### src/rtl/core/ptd_pkg.sv
// Shared types and constants for the trial-division primality tester.
// Used by ptd_ctrl, ptd_dpath and primality_trial_division; no dependencies.
package ptd_pkg;

   // first trial divisor, distance to its partner and step between pairs
   localparam int PTD_FIRST_DIV = 5;
   localparam int PTD_PAIR_OFS  = 2;
   localparam int PTD_STEP      = 6;
   localparam int PTD_SMALL_DIV = 3;

   typedef enum logic [1:0] {
      DIV_SEL_D     = 2'd0,
      DIV_SEL_D2    = 2'd1,
      DIV_SEL_NEXT  = 2'd2
   } ptd_sel_type;

   typedef struct packed {
      logic        load;
      logic        div_start;
      ptd_sel_type sel;
   } ptd_cmd_type;

   typedef struct packed {
      logic pre_done;
      logic pre_prime;
      logic mult3;
      logic div_done;
      logic rem_zero;
      logic q_ge_d;
   } ptd_stat_type;

endpackage

### src/rtl/core/ptd_dpath.sv
// Datapath: operand register, candidate divisor and a restoring serial divider.
// Depends on ptd_pkg; driven by ptd_ctrl through ptd_cmd_type.
module ptd_dpath import ptd_pkg::*; #(
   parameter int WIDTH = 32
) (
   input  logic             clock,
   input  logic             reset,
   input  logic [WIDTH-1:0] number,
   input  ptd_cmd_type      cmd,
   output ptd_stat_type     stat
);

   localparam int CW    = $clog2(WIDTH);
   localparam int NDIG  = (WIDTH + 1) / 2;
   localparam int NLEAF = 1 << $clog2(NDIG);
   localparam int PADW  = 2 * NLEAF;

   logic [WIDTH-1:0] n_ff, n_in;
   logic [WIDTH-1:0] d_ff, d_in;
   logic [WIDTH-1:0] rem_ff, rem_in;
   logic [WIDTH-1:0] quo_ff, quo_in;
   logic [WIDTH-1:0] dvs_ff, dvs_in;
   logic [CW-1:0]    cnt_ff, cnt_in;
   logic             active_ff, active_in;
   logic             done_ff, done_in;

   logic [WIDTH-1:0] dvs_sel;
   logic [WIDTH:0]   shift;
   logic [WIDTH:0]   diff;
   logic             ge;

   logic [PADW-1:0]  n_pad;
   logic [1:0]       res [NLEAF];
   logic             mult3;

   function automatic logic [1:0] add_mod3(logic [1:0] a, logic [1:0] b);
      logic [2:0] sum;
      sum = {1'b0, a} + {1'b0, b};
      return (sum >= 3'd3) ? 2'(sum - 3'd3) : sum[1:0];
   endfunction

   // 4 is 1 mod 3: fold the base-4 digits of the operand in a tree
   always_comb begin
      n_pad = PADW'(n_ff);
      for (int i = 0; i < NLEAF; i++) begin
         res[i] = (n_pad[2*i +: 2] == 2'd3) ? 2'd0 : n_pad[2*i +: 2];
      end
      for (int span = 1; span < NLEAF; span = span * 2) begin
         for (int i = 0; i + span < NLEAF; i = i + 2 * span) begin
            res[i] = add_mod3(res[i], res[i + span]);
         end
      end
      mult3 = (res[0] == 2'd0);
   end

   always_comb begin
      unique case (cmd.sel)
         DIV_SEL_D:     dvs_sel = d_ff;
         DIV_SEL_D2:    dvs_sel = d_ff + WIDTH'(PTD_PAIR_OFS);
         DIV_SEL_NEXT:  dvs_sel = d_ff + WIDTH'(PTD_STEP);
         default:       dvs_sel = d_ff;
      endcase
   end

   assign shift = {rem_ff, quo_ff[WIDTH-1]};
   assign diff  = shift - {1'b0, dvs_ff};
   assign ge    = shift >= {1'b0, dvs_ff};

   always_comb begin
      n_in      = n_ff;
      d_in      = d_ff;
      rem_in    = rem_ff;
      quo_in    = quo_ff;
      dvs_in    = dvs_ff;
      cnt_in    = cnt_ff;
      active_in = active_ff;
      done_in   = 1'b0;
      if (cmd.load) begin
         n_in = number;
         d_in = WIDTH'(PTD_FIRST_DIV);
      end
      if (cmd.div_start) begin
         rem_in    = '0;
         quo_in    = n_ff;
         dvs_in    = dvs_sel;
         cnt_in    = CW'(WIDTH - 1);
         active_in = 1'b1;
         // advance to the next pair as its first division starts
         if (cmd.sel == DIV_SEL_NEXT) begin
            d_in = dvs_sel;
         end
      end else if (active_ff) begin
         rem_in = ge ? diff[WIDTH-1:0] : shift[WIDTH-1:0];
         quo_in = {quo_ff[WIDTH-2:0], ge};
         cnt_in = cnt_ff - 1'b1;
         if (cnt_ff == '0) begin
            active_in = 1'b0;
            done_in   = 1'b1;
         end
      end
   end

   always_ff @(posedge clock) begin
      n_ff   <= n_in;
      d_ff   <= d_in;
      rem_ff <= rem_in;
      quo_ff <= quo_in;
      dvs_ff <= dvs_in;
   end

   always_ff @(posedge clock) begin
      if (reset) begin
         cnt_ff    <= '0;
         active_ff <= 1'b0;
         done_ff   <= 1'b0;
      end else begin
         cnt_ff    <= cnt_in;
         active_ff <= active_in;
         done_ff   <= done_in;
      end
   end

   always_comb begin
      stat.pre_done  = n_ff[WIDTH-1] || (n_ff <= WIDTH'(PTD_SMALL_DIV)) || !n_ff[0];
      stat.pre_prime = !n_ff[WIDTH-1] &&
                       ((n_ff == WIDTH'(2)) || (n_ff == WIDTH'(PTD_SMALL_DIV)));
      stat.mult3     = mult3;
      stat.div_done  = done_ff;
      stat.rem_zero  = (rem_ff == '0);
      stat.q_ge_d    = (quo_ff >= d_ff);
   end

`ifndef SYNTH
   a_no_restart: assert property (@(posedge clock) disable iff (reset)
      cmd.div_start |-> !active_ff)
      else $error("division started while divider busy");
   a_done_pulse: assert property (@(posedge clock) disable iff (reset)
      done_ff |=> !done_ff)
      else $error("division done held for more than one cycle");
   a_rem_bound: assert property (@(posedge clock) disable iff (reset)
      done_ff |-> (rem_ff < dvs_ff))
      else $error("remainder not below divisor");
`endif

endmodule

### src/rtl/core/ptd_ctrl.sv
// Controller: sequences classification and the candidate divisor pairs.
// Depends on ptd_pkg; commands ptd_dpath and drives the response strobe.
module ptd_ctrl import ptd_pkg::*; (
   input  logic         clock,
   input  logic         reset,
   input  logic         start,
   output logic         busy,
   output logic         rsp_strobe,
   output logic         rsp_is_prime,
   output ptd_cmd_type  cmd,
   input  ptd_stat_type stat
);

   typedef enum logic [3:0] {
      ST_IDLE  = 4'b0001,
      ST_CLASS = 4'b0010,
      ST_DIVA  = 4'b0100,
      ST_DIVB  = 4'b1000
   } state_type;

   state_type state_ff, state_in;
   logic      strobe_ff, strobe_in;
   logic      prime_ff, prime_in;

   always_comb begin
      state_in      = state_ff;
      strobe_in     = 1'b0;
      prime_in      = prime_ff;
      cmd.load      = 1'b0;
      cmd.div_start = 1'b0;
      cmd.sel       = DIV_SEL_D;
      unique case (state_ff)
         ST_IDLE: begin
            if (start) begin
               cmd.load = 1'b1;
               state_in = ST_CLASS;
            end
         end
         ST_CLASS: begin
            priority if (stat.pre_done) begin
               strobe_in = 1'b1;
               prime_in  = stat.pre_prime;
               state_in  = ST_IDLE;
            end else if (stat.mult3) begin
               strobe_in = 1'b1;
               prime_in  = 1'b0;
               state_in  = ST_IDLE;
            end else begin
               cmd.div_start = 1'b1;
               cmd.sel       = DIV_SEL_D;
               state_in      = ST_DIVA;
            end
         end
         ST_DIVA: begin
            // quotient below d means d*d > n: no divisor left to try
            if (stat.div_done) begin
               priority if (!stat.q_ge_d) begin
                  strobe_in = 1'b1;
                  prime_in  = 1'b1;
                  state_in  = ST_IDLE;
               end else if (stat.rem_zero) begin
                  strobe_in = 1'b1;
                  prime_in  = 1'b0;
                  state_in  = ST_IDLE;
               end else begin
                  cmd.div_start = 1'b1;
                  cmd.sel       = DIV_SEL_D2;
                  state_in      = ST_DIVB;
               end
            end
         end
         ST_DIVB: begin
            if (stat.div_done) begin
               if (stat.rem_zero) begin
                  strobe_in = 1'b1;
                  prime_in  = 1'b0;
                  state_in  = ST_IDLE;
               end else begin
                  cmd.div_start = 1'b1;
                  cmd.sel       = DIV_SEL_NEXT;
                  state_in      = ST_DIVA;
               end
            end
         end
         default: begin
            state_in = ST_IDLE;
         end
      endcase
   end

   always_ff @(posedge clock) begin
      if (reset) begin
         state_ff  <= ST_IDLE;
         strobe_ff <= 1'b0;
         prime_ff  <= 1'b0;
      end else begin
         state_ff  <= state_in;
         strobe_ff <= strobe_in;
         prime_ff  <= prime_in;
      end
   end

   assign busy         = (state_ff != ST_IDLE);
   assign rsp_strobe   = strobe_ff;
   assign rsp_is_prime = prime_ff;

`ifndef SYNTH
   a_idle_on_rsp: assert property (@(posedge clock) disable iff (reset)
      rsp_strobe |-> !busy)
      else $error("response given while still busy");
   a_take: assert property (@(posedge clock) disable iff (reset)
      (start && !busy) |=> (busy && !rsp_strobe))
      else $error("accepted transaction did not raise busy");
   a_rsp_after_work: assert property (@(posedge clock) disable iff (reset)
      rsp_strobe |-> $past(busy))
      else $error("response without a transaction in progress");
`endif

endmodule

### src/rtl/core/primality_trial_division.sv
// Top level of the trial-division primality tester.
// Depends on ptd_pkg, ptd_ctrl and ptd_dpath.
//
// Usage:
//   Drive req_number and raise start while busy is low; the transaction is
//   taken on that clock edge and busy rises on the next cycle. When the test
//   ends, rsp_strobe is high for exactly one cycle with rsp_is_prime valid,
//   and busy falls in that same cycle, so a new start may be given at once.
//   The receiver cannot stall: a response must be captured when strobed.
// Test sequence:
//   Negative, small and even values and multiples of three are answered
//   from the classification state, without a division. Otherwise each
//   remainder is formed in the shared serial divider (one quotient bit per
//   cycle), for d and d+2 of each pair, until a remainder is zero or
//   the quotient by d falls below d. For WIDTH = 32 about 7700 pairs at most.
//   One transaction is in flight at a time: start is taken only while idle.
// Reset:
//   Synchronous, active high; returns the controller to idle, drops any
//   transaction in progress and clears the response strobe.
module primality_trial_division import ptd_pkg::*; #(
   parameter int WIDTH = 32
) (
   input  logic                    clock,
   input  logic                    reset,
   input  logic                    start,
   output logic                    busy,
   input  logic signed [WIDTH-1:0] req_number,
   output logic                    rsp_strobe,
   output logic                    rsp_is_prime
);

   ptd_cmd_type  cmd;
   ptd_stat_type stat;

   ptd_ctrl u_ctrl (
      .clock        (clock),
      .reset        (reset),
      .start        (start),
      .busy         (busy),
      .rsp_strobe   (rsp_strobe),
      .rsp_is_prime (rsp_is_prime),
      .cmd          (cmd),
      .stat         (stat)
   );

   ptd_dpath #(
      .WIDTH (WIDTH)
   ) u_dpath (
      .clock  (clock),
      .reset  (reset),
      .number ($unsigned(req_number)),
      .cmd    (cmd),
      .stat   (stat)
   );

endmodule
### config.mk
export PLATFORM = sky130hd
export DESIGN_NAME = primality_trial_division
export DESIGN_NICKNAME = d
export VERILOG_FILES = /design/src/rtl/core/ptd_pkg.sv /design/src/rtl/core/ptd_dpath.sv /design/src/rtl/core/ptd_ctrl.sv /design/src/rtl/core/primality_trial_division.sv
export SDC_FILE = /design/constraint.sdc
export NUM_CORES = 1
export LEC_CHECK = 0
export BUFFER_PORTS_ARGS = -buffer_cell sky130_fd_sc_hd__buf_2
export CAP_MARGIN = 30
export CORE_ASPECT_RATIO = 0.7
export CORE_UTILIZATION = 47
export DETAILED_ROUTE_END_ITERATION = 12
export SLEW_MARGIN = 5
export SYNTH_ARGS = -nofsm -noshare
export SYNTH_HDL_FRONTEND = slang
export SYNTH_SLANG_ARGS = --single-unit
### constraint.sdc
create_clock -name clock -period 11.9 [get_ports clock]
set_clock_uncertainty 0.1 [all_clocks]
set_input_delay 1.19 -clock clock [delete_from_list [all_inputs] [get_ports clock]]
set_output_delay 1.19 -clock clock [all_outputs]
set_load 0.02 [all_outputs]
# Word-level counts from Yosys, hierarchy flattened
# Index checks and enable logic that the tools add are counted.
[totals]
ff_bits = 173
out_inout_bits = 3
in_bits = 35
[classes]
order_cmp = 18
n_bitwise = 1
muxes = 77
n_eq_ne = 29
n_addsub = 34
n_reduce_logical = 14
[op_table]
columns = ["operator", "n"]
rows = [
  ["$mux 32", 6],
  ["$eq 32x2->1 const B", 2],
  ["$pmux 32 s2", 1],
  ["$mux 2", 31],
  ["$add 2x2->3", 15],
  ["$ge 3x2->1 const B", 15],
  ["$eq 2x2->1 const B", 17],
  ["$ge 33x32->1", 1],
  ["$add 32x2->32 const B", 1],
  ["$add 32x3->32 const B", 1],
  ["$ge 32x32->1", 1],
  ["$le 32x2->1 const B", 1],
  ["$logic_not 32->1", 1],
  ["$sub 32x32->32", 1],
  ["$sub 2x2->2 const B", 15],
  ["$mux 3", 9],
  ["$mux 4", 6],
  ["$mux 1", 18],
  ["$pmux 4 s4", 1],
  ["$mux 5", 2],
  ["$pmux 3 s3", 1],
  ["$pmux 1 s3", 2],
  ["$logic_not 5->1", 1],
  ["$sub 5x1->5 const B", 1],
  ["19 further kinds", 23],
]

# Logic depth before layout (Yosys ltp)
# Gate-level depths: netlist of run 1.
[depth]
word_depth = 22
depth_mapped = 28
depth_no_buf = 27

# Modules after synthesis
# Synthesis of run 1 repeated with hierarchy kept, for this count alone.
[hier_totals]
cells_unflattened = 1111
hier_area_um2 = 10988.0
[modules_own_cells]
columns = ["mod", "cells_per_inst", "area_each_um2", "n_inst", "seq_area_each_um2"]
rows = [
  ["ptd_dpath", 1066, 10618.9, 1, 4314.1],
  ["ptd_ctrl", 45, 369.1, 1, 120.1],
]

# Worst setup path before layout of run 1
# OpenSTA, ideal clock, no wires.
[synth_path]
path_type = "register to register"
startpoint = "register u_dpath.n_ff[16]"
endpoint = "register u_dpath.quo_ff[0], enable pin"
setup_slack_ns = 4.180
n_path_buf = 1
t_arrival_ns = 7.230
stages_incl_launch_ff = 28
path_cell_list = "edfxtp_1 -> nor2b_1 -> ha_1 -> fa_1 -> ha_1 -> or3_1 -> a21oi_1 -> ha_1 -> fa_1 -> ha_1 -> or3_1 -> a21oi_1 -> ha_1 -> fa_1 -> ha_1 -> or3_1 -> a21oi_1 -> ha_1 -> fa_1 -> ha_1 -> nor3_1 -> mux2i_1 -> nor4b_2 -> o21ba_2 -> nor2_2 -> inv_2 -> clkbuf_1 -> nand2_1"
[synth_via]
elab_chain_len = 19
elab_cells_between_ends = 26
cone_classes = "add/sub: 8; order compare: 5; eq/ne: 1; mux: 8; reduce/logical: 4"
[synth_lines]
columns = ["item", "line_no", "source"]
rows = [
  ["start, declared", "ptd_dpath.sv:18", "logic [WIDTH-1:0] n_ff, n_in;"],
  ["start signal, assigned", "ptd_dpath.sv:104", "n_ff <= n_in;"],
  ["$eq 2x2->1", "ptd_dpath.sv:46", "res[i] = (n_pad[2*i +: 2] == 2'd3) ? 2'd0 : n_pad[2*i +: 2];"],
  ["$mux 2", "ptd_dpath.sv:46", ""],
  ["$add 2x2->3", "ptd_dpath.sv:38", "sum = {1'b0, a} + {1'b0, b};"],
  ["$ge 3x2->1 or $sub 2x2->2 (tied branches)", "ptd_dpath.sv:39", "return (sum >= 3'd3) ? 2'(sum - 3'd3) : sum[1:0];"],
  ["$mux 2", "ptd_dpath.sv:39", ""],
  ["$add 2x2->3", "ptd_dpath.sv:38", ""],
  ["$ge 3x2->1 or $sub 2x2->2 (tied branches)", "ptd_dpath.sv:39", ""],
  ["$mux 2", "ptd_dpath.sv:39", ""],
  ["(+3 left out)", "n/a", ""],
  ["$add 2x2->3", "ptd_dpath.sv:38", ""],
  ["$ge 3x2->1 or $sub 2x2->2 (tied branches)", "ptd_dpath.sv:39", ""],
  ["$mux 2", "ptd_dpath.sv:39", ""],
  ["$logic_not 2->1", "ptd_dpath.sv:53", "mult3 = (res[0] == 2'd0);"],
  ["$mux 3", "ptd_ctrl.sv:44", "end else if (stat.mult3) begin"],
  ["$mux 3 (*)", "ptd_ctrl.sv:40", "priority if (stat.pre_done) begin"],
  ["$pmux 3 s3 (*)", "ptd_ctrl.sv:32", "unique case (state_ff)"],
  ["$reduce_bool 2->1 (no source line) (*)", "n/a", ""],
  ["end signal, assigned", "ptd_dpath.sv:107", "quo_ff <= quo_in;"],
  ["end, declared", "ptd_dpath.sv:21", "logic [WIDTH-1:0] quo_ff, quo_in;"],
]
# Mark *: on every way between the ends. The rest lies on a longest branch, timed or not.
# A chain may end at the register's enable or synchronous reset.

# Worst setup path after layout of run 1
[layout_path]
startpoint = "register u_dpath.n_ff[20]"
endpoint = "register u_dpath.dvs_ff[7], enable pin"
[layout_via]
elab_chain_len = 18
elab_cells_between_ends = 25
cone_classes = "add/sub: 8; order compare: 5; eq/ne: 1; mux: 8; reduce/logical: 3"
[layout_lines]
columns = ["item", "line_no", "source"]
rows = [
  ["$eq 2x2->1", "ptd_dpath.sv:46", ""],
  ["$mux 2", "ptd_dpath.sv:46", ""],
  ["$add 2x2->3", "ptd_dpath.sv:38", ""],
  ["$ge 3x2->1 or $sub 2x2->2 (tied branches)", "ptd_dpath.sv:39", ""],
  ["$mux 2", "ptd_dpath.sv:39", ""],
  ["$add 2x2->3", "ptd_dpath.sv:38", ""],
  ["$ge 3x2->1 or $sub 2x2->2 (tied branches)", "ptd_dpath.sv:39", ""],
  ["$mux 2", "ptd_dpath.sv:39", ""],
  ["(+2 left out)", "n/a", ""],
  ["$mux 2", "ptd_dpath.sv:39", ""],
  ["$add 2x2->3", "ptd_dpath.sv:38", ""],
  ["$ge 3x2->1 or $sub 2x2->2 (tied branches)", "ptd_dpath.sv:39", ""],
  ["$mux 2", "ptd_dpath.sv:39", ""],
  ["$logic_not 2->1", "ptd_dpath.sv:53", ""],
  ["$mux 3", "ptd_ctrl.sv:44", ""],
  ["$mux 3 (*)", "ptd_ctrl.sv:40", ""],
  ["$pmux 3 s3 (*)", "ptd_ctrl.sv:32", ""],
  ["end signal, assigned", "ptd_dpath.sv:108", "dvs_ff <= dvs_in;"],
  ["end, declared", "ptd_dpath.sv:22", "logic [WIDTH-1:0] dvs_ff, dvs_in;"],
]
# Marked as above.

==> metrics, run 1 <==
GRT Total Usage=22.50%; WP data arrival=between 8 and 9 ns; Worst-Margin Slew=1.007 ns; DRT Pass-1 Iters=8; CTS Hold Buffers Added=0; largest net degree at the start of global routing=between 60 and 70; fmax=roughly 120 MHz; final setup vio count=0; leading area contributor after synthesis=edfxtp_1; setup_tns=0 ns; CTS tree=built; Worst setup EP type=flip-flop; CP Launch Type=flip-flop; number of flops mapped to enable cells by yosys=between 90 and 100; DIE AREA=approximately 24000 um^2; # DRC=0; share of layout cells above drive strength 1=7.547%; final hold violations=0; synth unique cells=68; Core ar.=22960 um^2; FF+latch count, synth=between 150 and 200; Post-synth top cells=nand2_1 (198), ha_1 (98), edfxtp_1 (97); Clock H-tree levels=4; antenna diode count=0; Die X=around 190 um; final slew viol count=0; Slew headroom=between 30% and 40%; vias=slightly below 9000; Clock transition at path regs=~0.07 ns; # port buffers=37; Max-Cap Viols=0; Final nets=between 1000 and 1500; DR iter-0 viols=761; Hold WC Path Type=flip-flop to flip-flop; Setup Crit Path Kind=flip-flop to flip-flop; ys async rst share=0%; Top Ports=38; initial antenna violation count=0; min Tclk post-route=between 8 and 9 ns; RSZ-0062 raised after global routing=false; first-pass GRT wire length=43420 um; area of the multi-input gates=slightly above 6000 um^2; Mapped Avg Cell Area=roughly 9 um^2; Period Utilization, post-route=a little over 70%; Placed Cells=around 1600; Synth area leaders=edfxtp_1 (26%), dfxtp_1 (14%), ha_1 (11%); wire per inst=approximately 17 um; worst-path fanout max=between 50 and 60; top_reg_cell synth=edfxtp_1; Final Wtd Congestion=approximately 0.88; site row count=between 40 and 50; dpl hpwl=19480 um; clk sinks=173; status=completed; Storage cell area=~4400 um^2; Initial Utilization=about half; Clock Path Buffers=2; most frequent cell after synthesis=nand2_1; cts bufs inserted=17; Routed WL=between 20000 and 30000 um; Synthesis Warnings=0; vias in the first global route=a little over 8000; Root Buffer=clkbuf_16; net count after synthesis=about 1400; Post-CTS Resized=0; Area growth, synth to finish=9.188%; postcts setup bufs=0; post-synthesis cell count=1241; vias per inst=between 5 and 6; clock latency on the worst-skew pair=~0.44 ns; Post-Syn Area=~11000 um^2; filler instances=2157; Routed Antenna Nets=0; Chip Height=131.0 um; Final Non-Filler Cells=1584; Yosys top cell area share=between 20% and 30%; Data required, critical path=roughly 12 ns; sequential share of the synthesized area=~40%; grt total ovfl=0
-- worst max-delay path, cell delays in order, from the launching register on --
cell	delay, ns
edfxtp_1	0.44
nor2b_1	0.17
ha_1	0.21
fa_1	0.45
ha_1	0.21
or3_1	0.37
a21oi_1	0.20
ha_1	0.18
fa_1	0.42
ha_1	0.21
or3_1	0.36
a21oi_1	0.18
ha_1	0.18
fa_1	0.42
ha_1	0.21
or3_1	0.37
a21oi_1	0.20
ha_1	0.19
fa_1	0.43
ha_1	0.19
nor3_1	0.22
mux2i_1	0.14
nor4b_2	0.35
o21ba_2	0.23
nor2_4	0.37
buf_4	0.58
buf_4	0.61
-- cell usage in the layout (no fill, tap or decap), types with 31 or more instances in the layout --
| cell | Yosys | final |
|---|---|---|
| nor2_1 | 74 | 74 |
| xnor2_1 | 47 | 47 |
| dfxtp_1 | 76 | 75 |
| inv_1 | 81 | 81 |
| a21oi_1 | 71 | 71 |
| nor2b_1 | 38 | 38 |
| ha_1 | 98 | 98 |
| nand3_1 | 72 | 72 |
| nor3_1 | 31 | 31 |
| nand2_1 | 198 | 198 |
| o21ai_0 | 39 | 39 |
| buf_2 | 12 | 37 |
| edfxtp_1 | 97 | 97 |
-- kinds of logic after synthesis --
| kind of cell | count (synthesis) | share of synthesized area [%] |
|---|---|---|
| fa+ha+maj | 115 | 14.01 |
| compound gates | 236 | 13.97 |
| simple gates | 525 | 22.59 |
| buf+inv | 129 | 4.700 |
| mux | 8 | 0.7610 |
| xor+xnor | 55 | 4.308 |
| flops | 173 | 39.66 |
-- final cells by class --
| class | count | share of cell area (%) |
|---|---|---|
| Multi-Input combinational cell | 939 | 51.00 |
| Timing Repair Buffer | 44 | 1.947 |
| Sequential cell | 173 | 36.33 |
| Inverter | 84 | 2.583 |
| Tap cell | 312 | 3.198 |
| Clock buffer | 20 | 3.833 |
| Clock inverter | 12 | 1.107 |
-- registers in the layout, indices dropped and copies added, names as in the netlist, 4 cells and up --
name / flops
u_ctrl.state_ff: 4
u_dpath.cnt_ff: 5
u_dpath.d_ff: 32
u_dpath.dvs_ff: 32
u_dpath.n_ff: 32
u_dpath.quo_ff: 32
u_dpath.rem_ff: 32
-- per-stage QoR --
step | setup slack, ns | hold WS [ns] | cell area [um^2] | utilization, %
after floorplan | 4.180 | 0.3340 | 11180 | -
after global placement | 3.343 | 0.3446 | 11600 | 50.53
after detailed placement | 3.264 | 0.3610 | 11600 | 50.53
after CTS | 3.214 | 0.3728 | 12210 | 53.16
after global routing | 2.671 | 0.3917 | 12210 | 53.16
final | 3.304 | 0.3649 | 12210 | 53.16
-- layer usage --
layer | vias to the layer above | wire length (um) | track usage, % | share of wire (%)
li1 | 4477 | - | - | -
met1 | 4225 | 14190 | 34.49 | 54
met2 | 193 | 10550 | 32.57 | 40
met3 | 13 | 1363 | 4.193 | 5.2
met4 | 0 | 151 | 4.667 | 0.58
met5 | - | 0 | 0 | 0
-- final timing paths --
kind                                             to  slack [ns]  cells past startpoint                start
worst max register to register    u_dpath.dvs_ff[7]        3.30                     26     u_dpath.n_ff[20]
worst min-delay path            u_ctrl.rsp_is_prime        0.36                      2  u_ctrl.rsp_is_prime
worst max-delay path              u_dpath.dvs_ff[7]        3.30                     26     u_dpath.n_ff[20]
worst min register to register  u_ctrl.rsp_is_prime        0.36                      2  u_ctrl.rsp_is_prime
Power of run 1 is left out: the tool's default activity adds up to more than one toggle a clock period on the data nets, which glitch-free logic cannot reach.
==> inputs of run 2 (changes only) <==
--- a/config.mk
+++ b/config.mk
@@ -10,6 +10,7 @@
 export CORE_ASPECT_RATIO = 0.7
 export CORE_UTILIZATION = 47
 export DETAILED_ROUTE_END_ITERATION = 12
+export PLACE_DENSITY = 0.66
 export SLEW_MARGIN = 5
 export SYNTH_ARGS = -nofsm -noshare
 export SYNTH_HDL_FRONTEND = slang
==> constraint.sdc (replaced) <==
create_clock -name clock -period 6.9 [get_ports clock]
set_clock_uncertainty 0.1 [all_clocks]
set_input_delay 0.69 -clock clock [delete_from_list [all_inputs] [get_ports clock]]
set_output_delay 0.69 -clock clock [all_outputs]
set_load 0.02 [all_outputs]
==> run 2 against run 1 <==
The flow now finishes with violations (negative setup slack). Routed wire length is 17% higher. Register-to-register slack worse by 3.9 ns. Worst setup slack got worse by 3.9 ns. Global-route usage grew 1.3 points. Non-clock buffer count rose by 117. Die area stayed put. Sequential share of layout area shrank 5.0 points.
==> metrics, run 2 (synthesis results as in run 1) <==
Routed WL=30720 um; Hold WC Path Type=input pin to flip-flop; vias=between 9000 and 10000; GRT Total Usage=23.79%; Routed Antenna Nets=0; vias in the first global route=roughly 9200; Clock transition at path regs=~0.070 ns; final setup vio count=between 150 and 200; WP data arrival=7.71 ns; min Tclk post-route=between 7 and 8 ns; Final nets=roughly 1500; Area growth, synth to finish=26.49%; DIE AREA=between 20000 and 25000 um^2; DR iter-0 viols=slightly below 1000; commonest non-fill, non-tap cell in the layout=nand2_1; Core ar.=22960 um^2; Core Util, Final=61.58%; largest net degree at the start of global routing=44; PnR worst setup slack=-0.5786 ns; fmax=~130 MHz; wire per inst=approximately 18 um; final hold violations=0; initial antenna violation count=1; grt total ovfl=0; Initial Utilization=~49%; Clock Path Buffers=2; filler instances=between 1500 and 2000; clock latency on the worst-skew pair=between 0.4 and 0.5 ns; status=finished, violations left; CP Launch Type=flip-flop; Top Ports=38; final slew viol count=0; vias per inst=~5.8; Data required, critical path=between 7 and 8 ns; Worst setup EP type=flip-flop; Period Utilization, post-route=108.4%; commonest non-fill, non-tap cells in the layout=nand2_1 (195), edfxtp_1 (97), inv_1 (81), buf_4 (81), dfxtp_1 (75); Slew headroom=between 10 and 15%; first-pass GRT wire length=around 46000 um; # DRC=0; Die X=186.3 um; Setup Crit Path Kind=flip-flop to flip-flop; share of layout cells above drive strength 1=between 20% and 30%; violated checks=negative setup slack; # port buffers=37; site row count=46; Fin Hold WS=roughly 0.32 ns; pre-CTS WS=-0.6828 ns; Final Wtd Congestion=0.9320; Worst path most repeated cell=ha_2; worst-path fanout max=8; antenna diode count=0; RSZ-0062 raised after global routing=true; Clock H-tree levels=4; Chip Height=131.0 um; Max-Cap Viols=0; slowest stage cell, crit path=fa_2; Root Buffer=clkbuf_16; cts bufs inserted=17; CTS tree=built; DRT Pass-1 Iters=5; Worst-Margin Slew=between 1 and 1.5 ns; CTS Hold Buffers Added=0; dpl hpwl=between 20000 and 25000 um; clk sinks=173; Slowest Stage Delay on Critical Path=between 0.4 and 0.5 ns
-- run 2: cell count changes in the layout (fill, tap and decap cells not counted), sizes merged --
cell | before | now
inv | 84 | 92
clkinvlp | 1 | 0
clkbuf | 20 | 27
bufinv | 2 | 1
buf | 44 | 152
clkinv | 9 | 5
-- run 2: metrics by stage --
stage          setup TNS (ns)  std cells  cell area (um^2)
3_3_place_gp           -65.27       1622             12260
3_5_place_dp           -91.09       1623             12280
2_1_floorplan          -5.242       1241             11310
5_1_grt               -108.15       1701             14140
4_1_cts                -72.79       1669             13260
6_report               -71.37       1701             14140
-- run 2: area by class of cell --
type / instances / area, um^2 / area share, %
multi-input cells: 939 / 6848 / 48.42
well taps: 312 / 390.4 / 2.760
clock inverters: 14 / 142.6 / 1.009
flip-flops and latches: 173 / 4436 / 31.36
repair buffers: 161 / 1548 / 10.94
clock buffers: 18 / 450.4 / 3.185
inverters: 84 / 327.8 / 2.318
-- run 2: final timing paths --
kind | start | endpoint | slack [ns] | cells past startpoint
max | u_dpath.n_ff[13] | u_dpath.d_ff[19] | -0.58 | 32
min | req_number[29] | u_dpath.n_ff[29] | 0.32 | 1
max reg2reg | u_dpath.n_ff[13] | u_dpath.d_ff[19] | -0.58 | 32
min reg2reg | u_ctrl.rsp_is_prime | u_ctrl.rsp_is_prime | 0.36 | 2
-- run 2: critical path: cells and delay by family, from the launching register on --
| kind | cells | cell delay (ns) |
|---|---|---|
| buffers and inverters | 5 | 0.76 |
| AOI/OAI and AO/OA | 4 | 0.50 |
| adders and majority gates | 12 | 3.45 |
| and+or+nand+nor | 10 | 2.05 |
| muxes | 1 | 0.07 |
| DFF | 1 | 0.42 |
-- run 2: routing by layer --
metal,wire length [um],track usage (%)
met1,14630,34.10
met2,13290,36.65
met3,2412,4.567
met4,371,6.514
met5,13,0
-- run 2: what timing repair did --
action / 4_1_cts / 5_1_grt
gates cloned: 2 / 12
gates resized for setup: 56 / 109
setup buffers: 12 / 24
pin swaps: 21 / 36
endpoints found under the setup margin: 168 / 171
Power of run 2 is left out for the same reason.
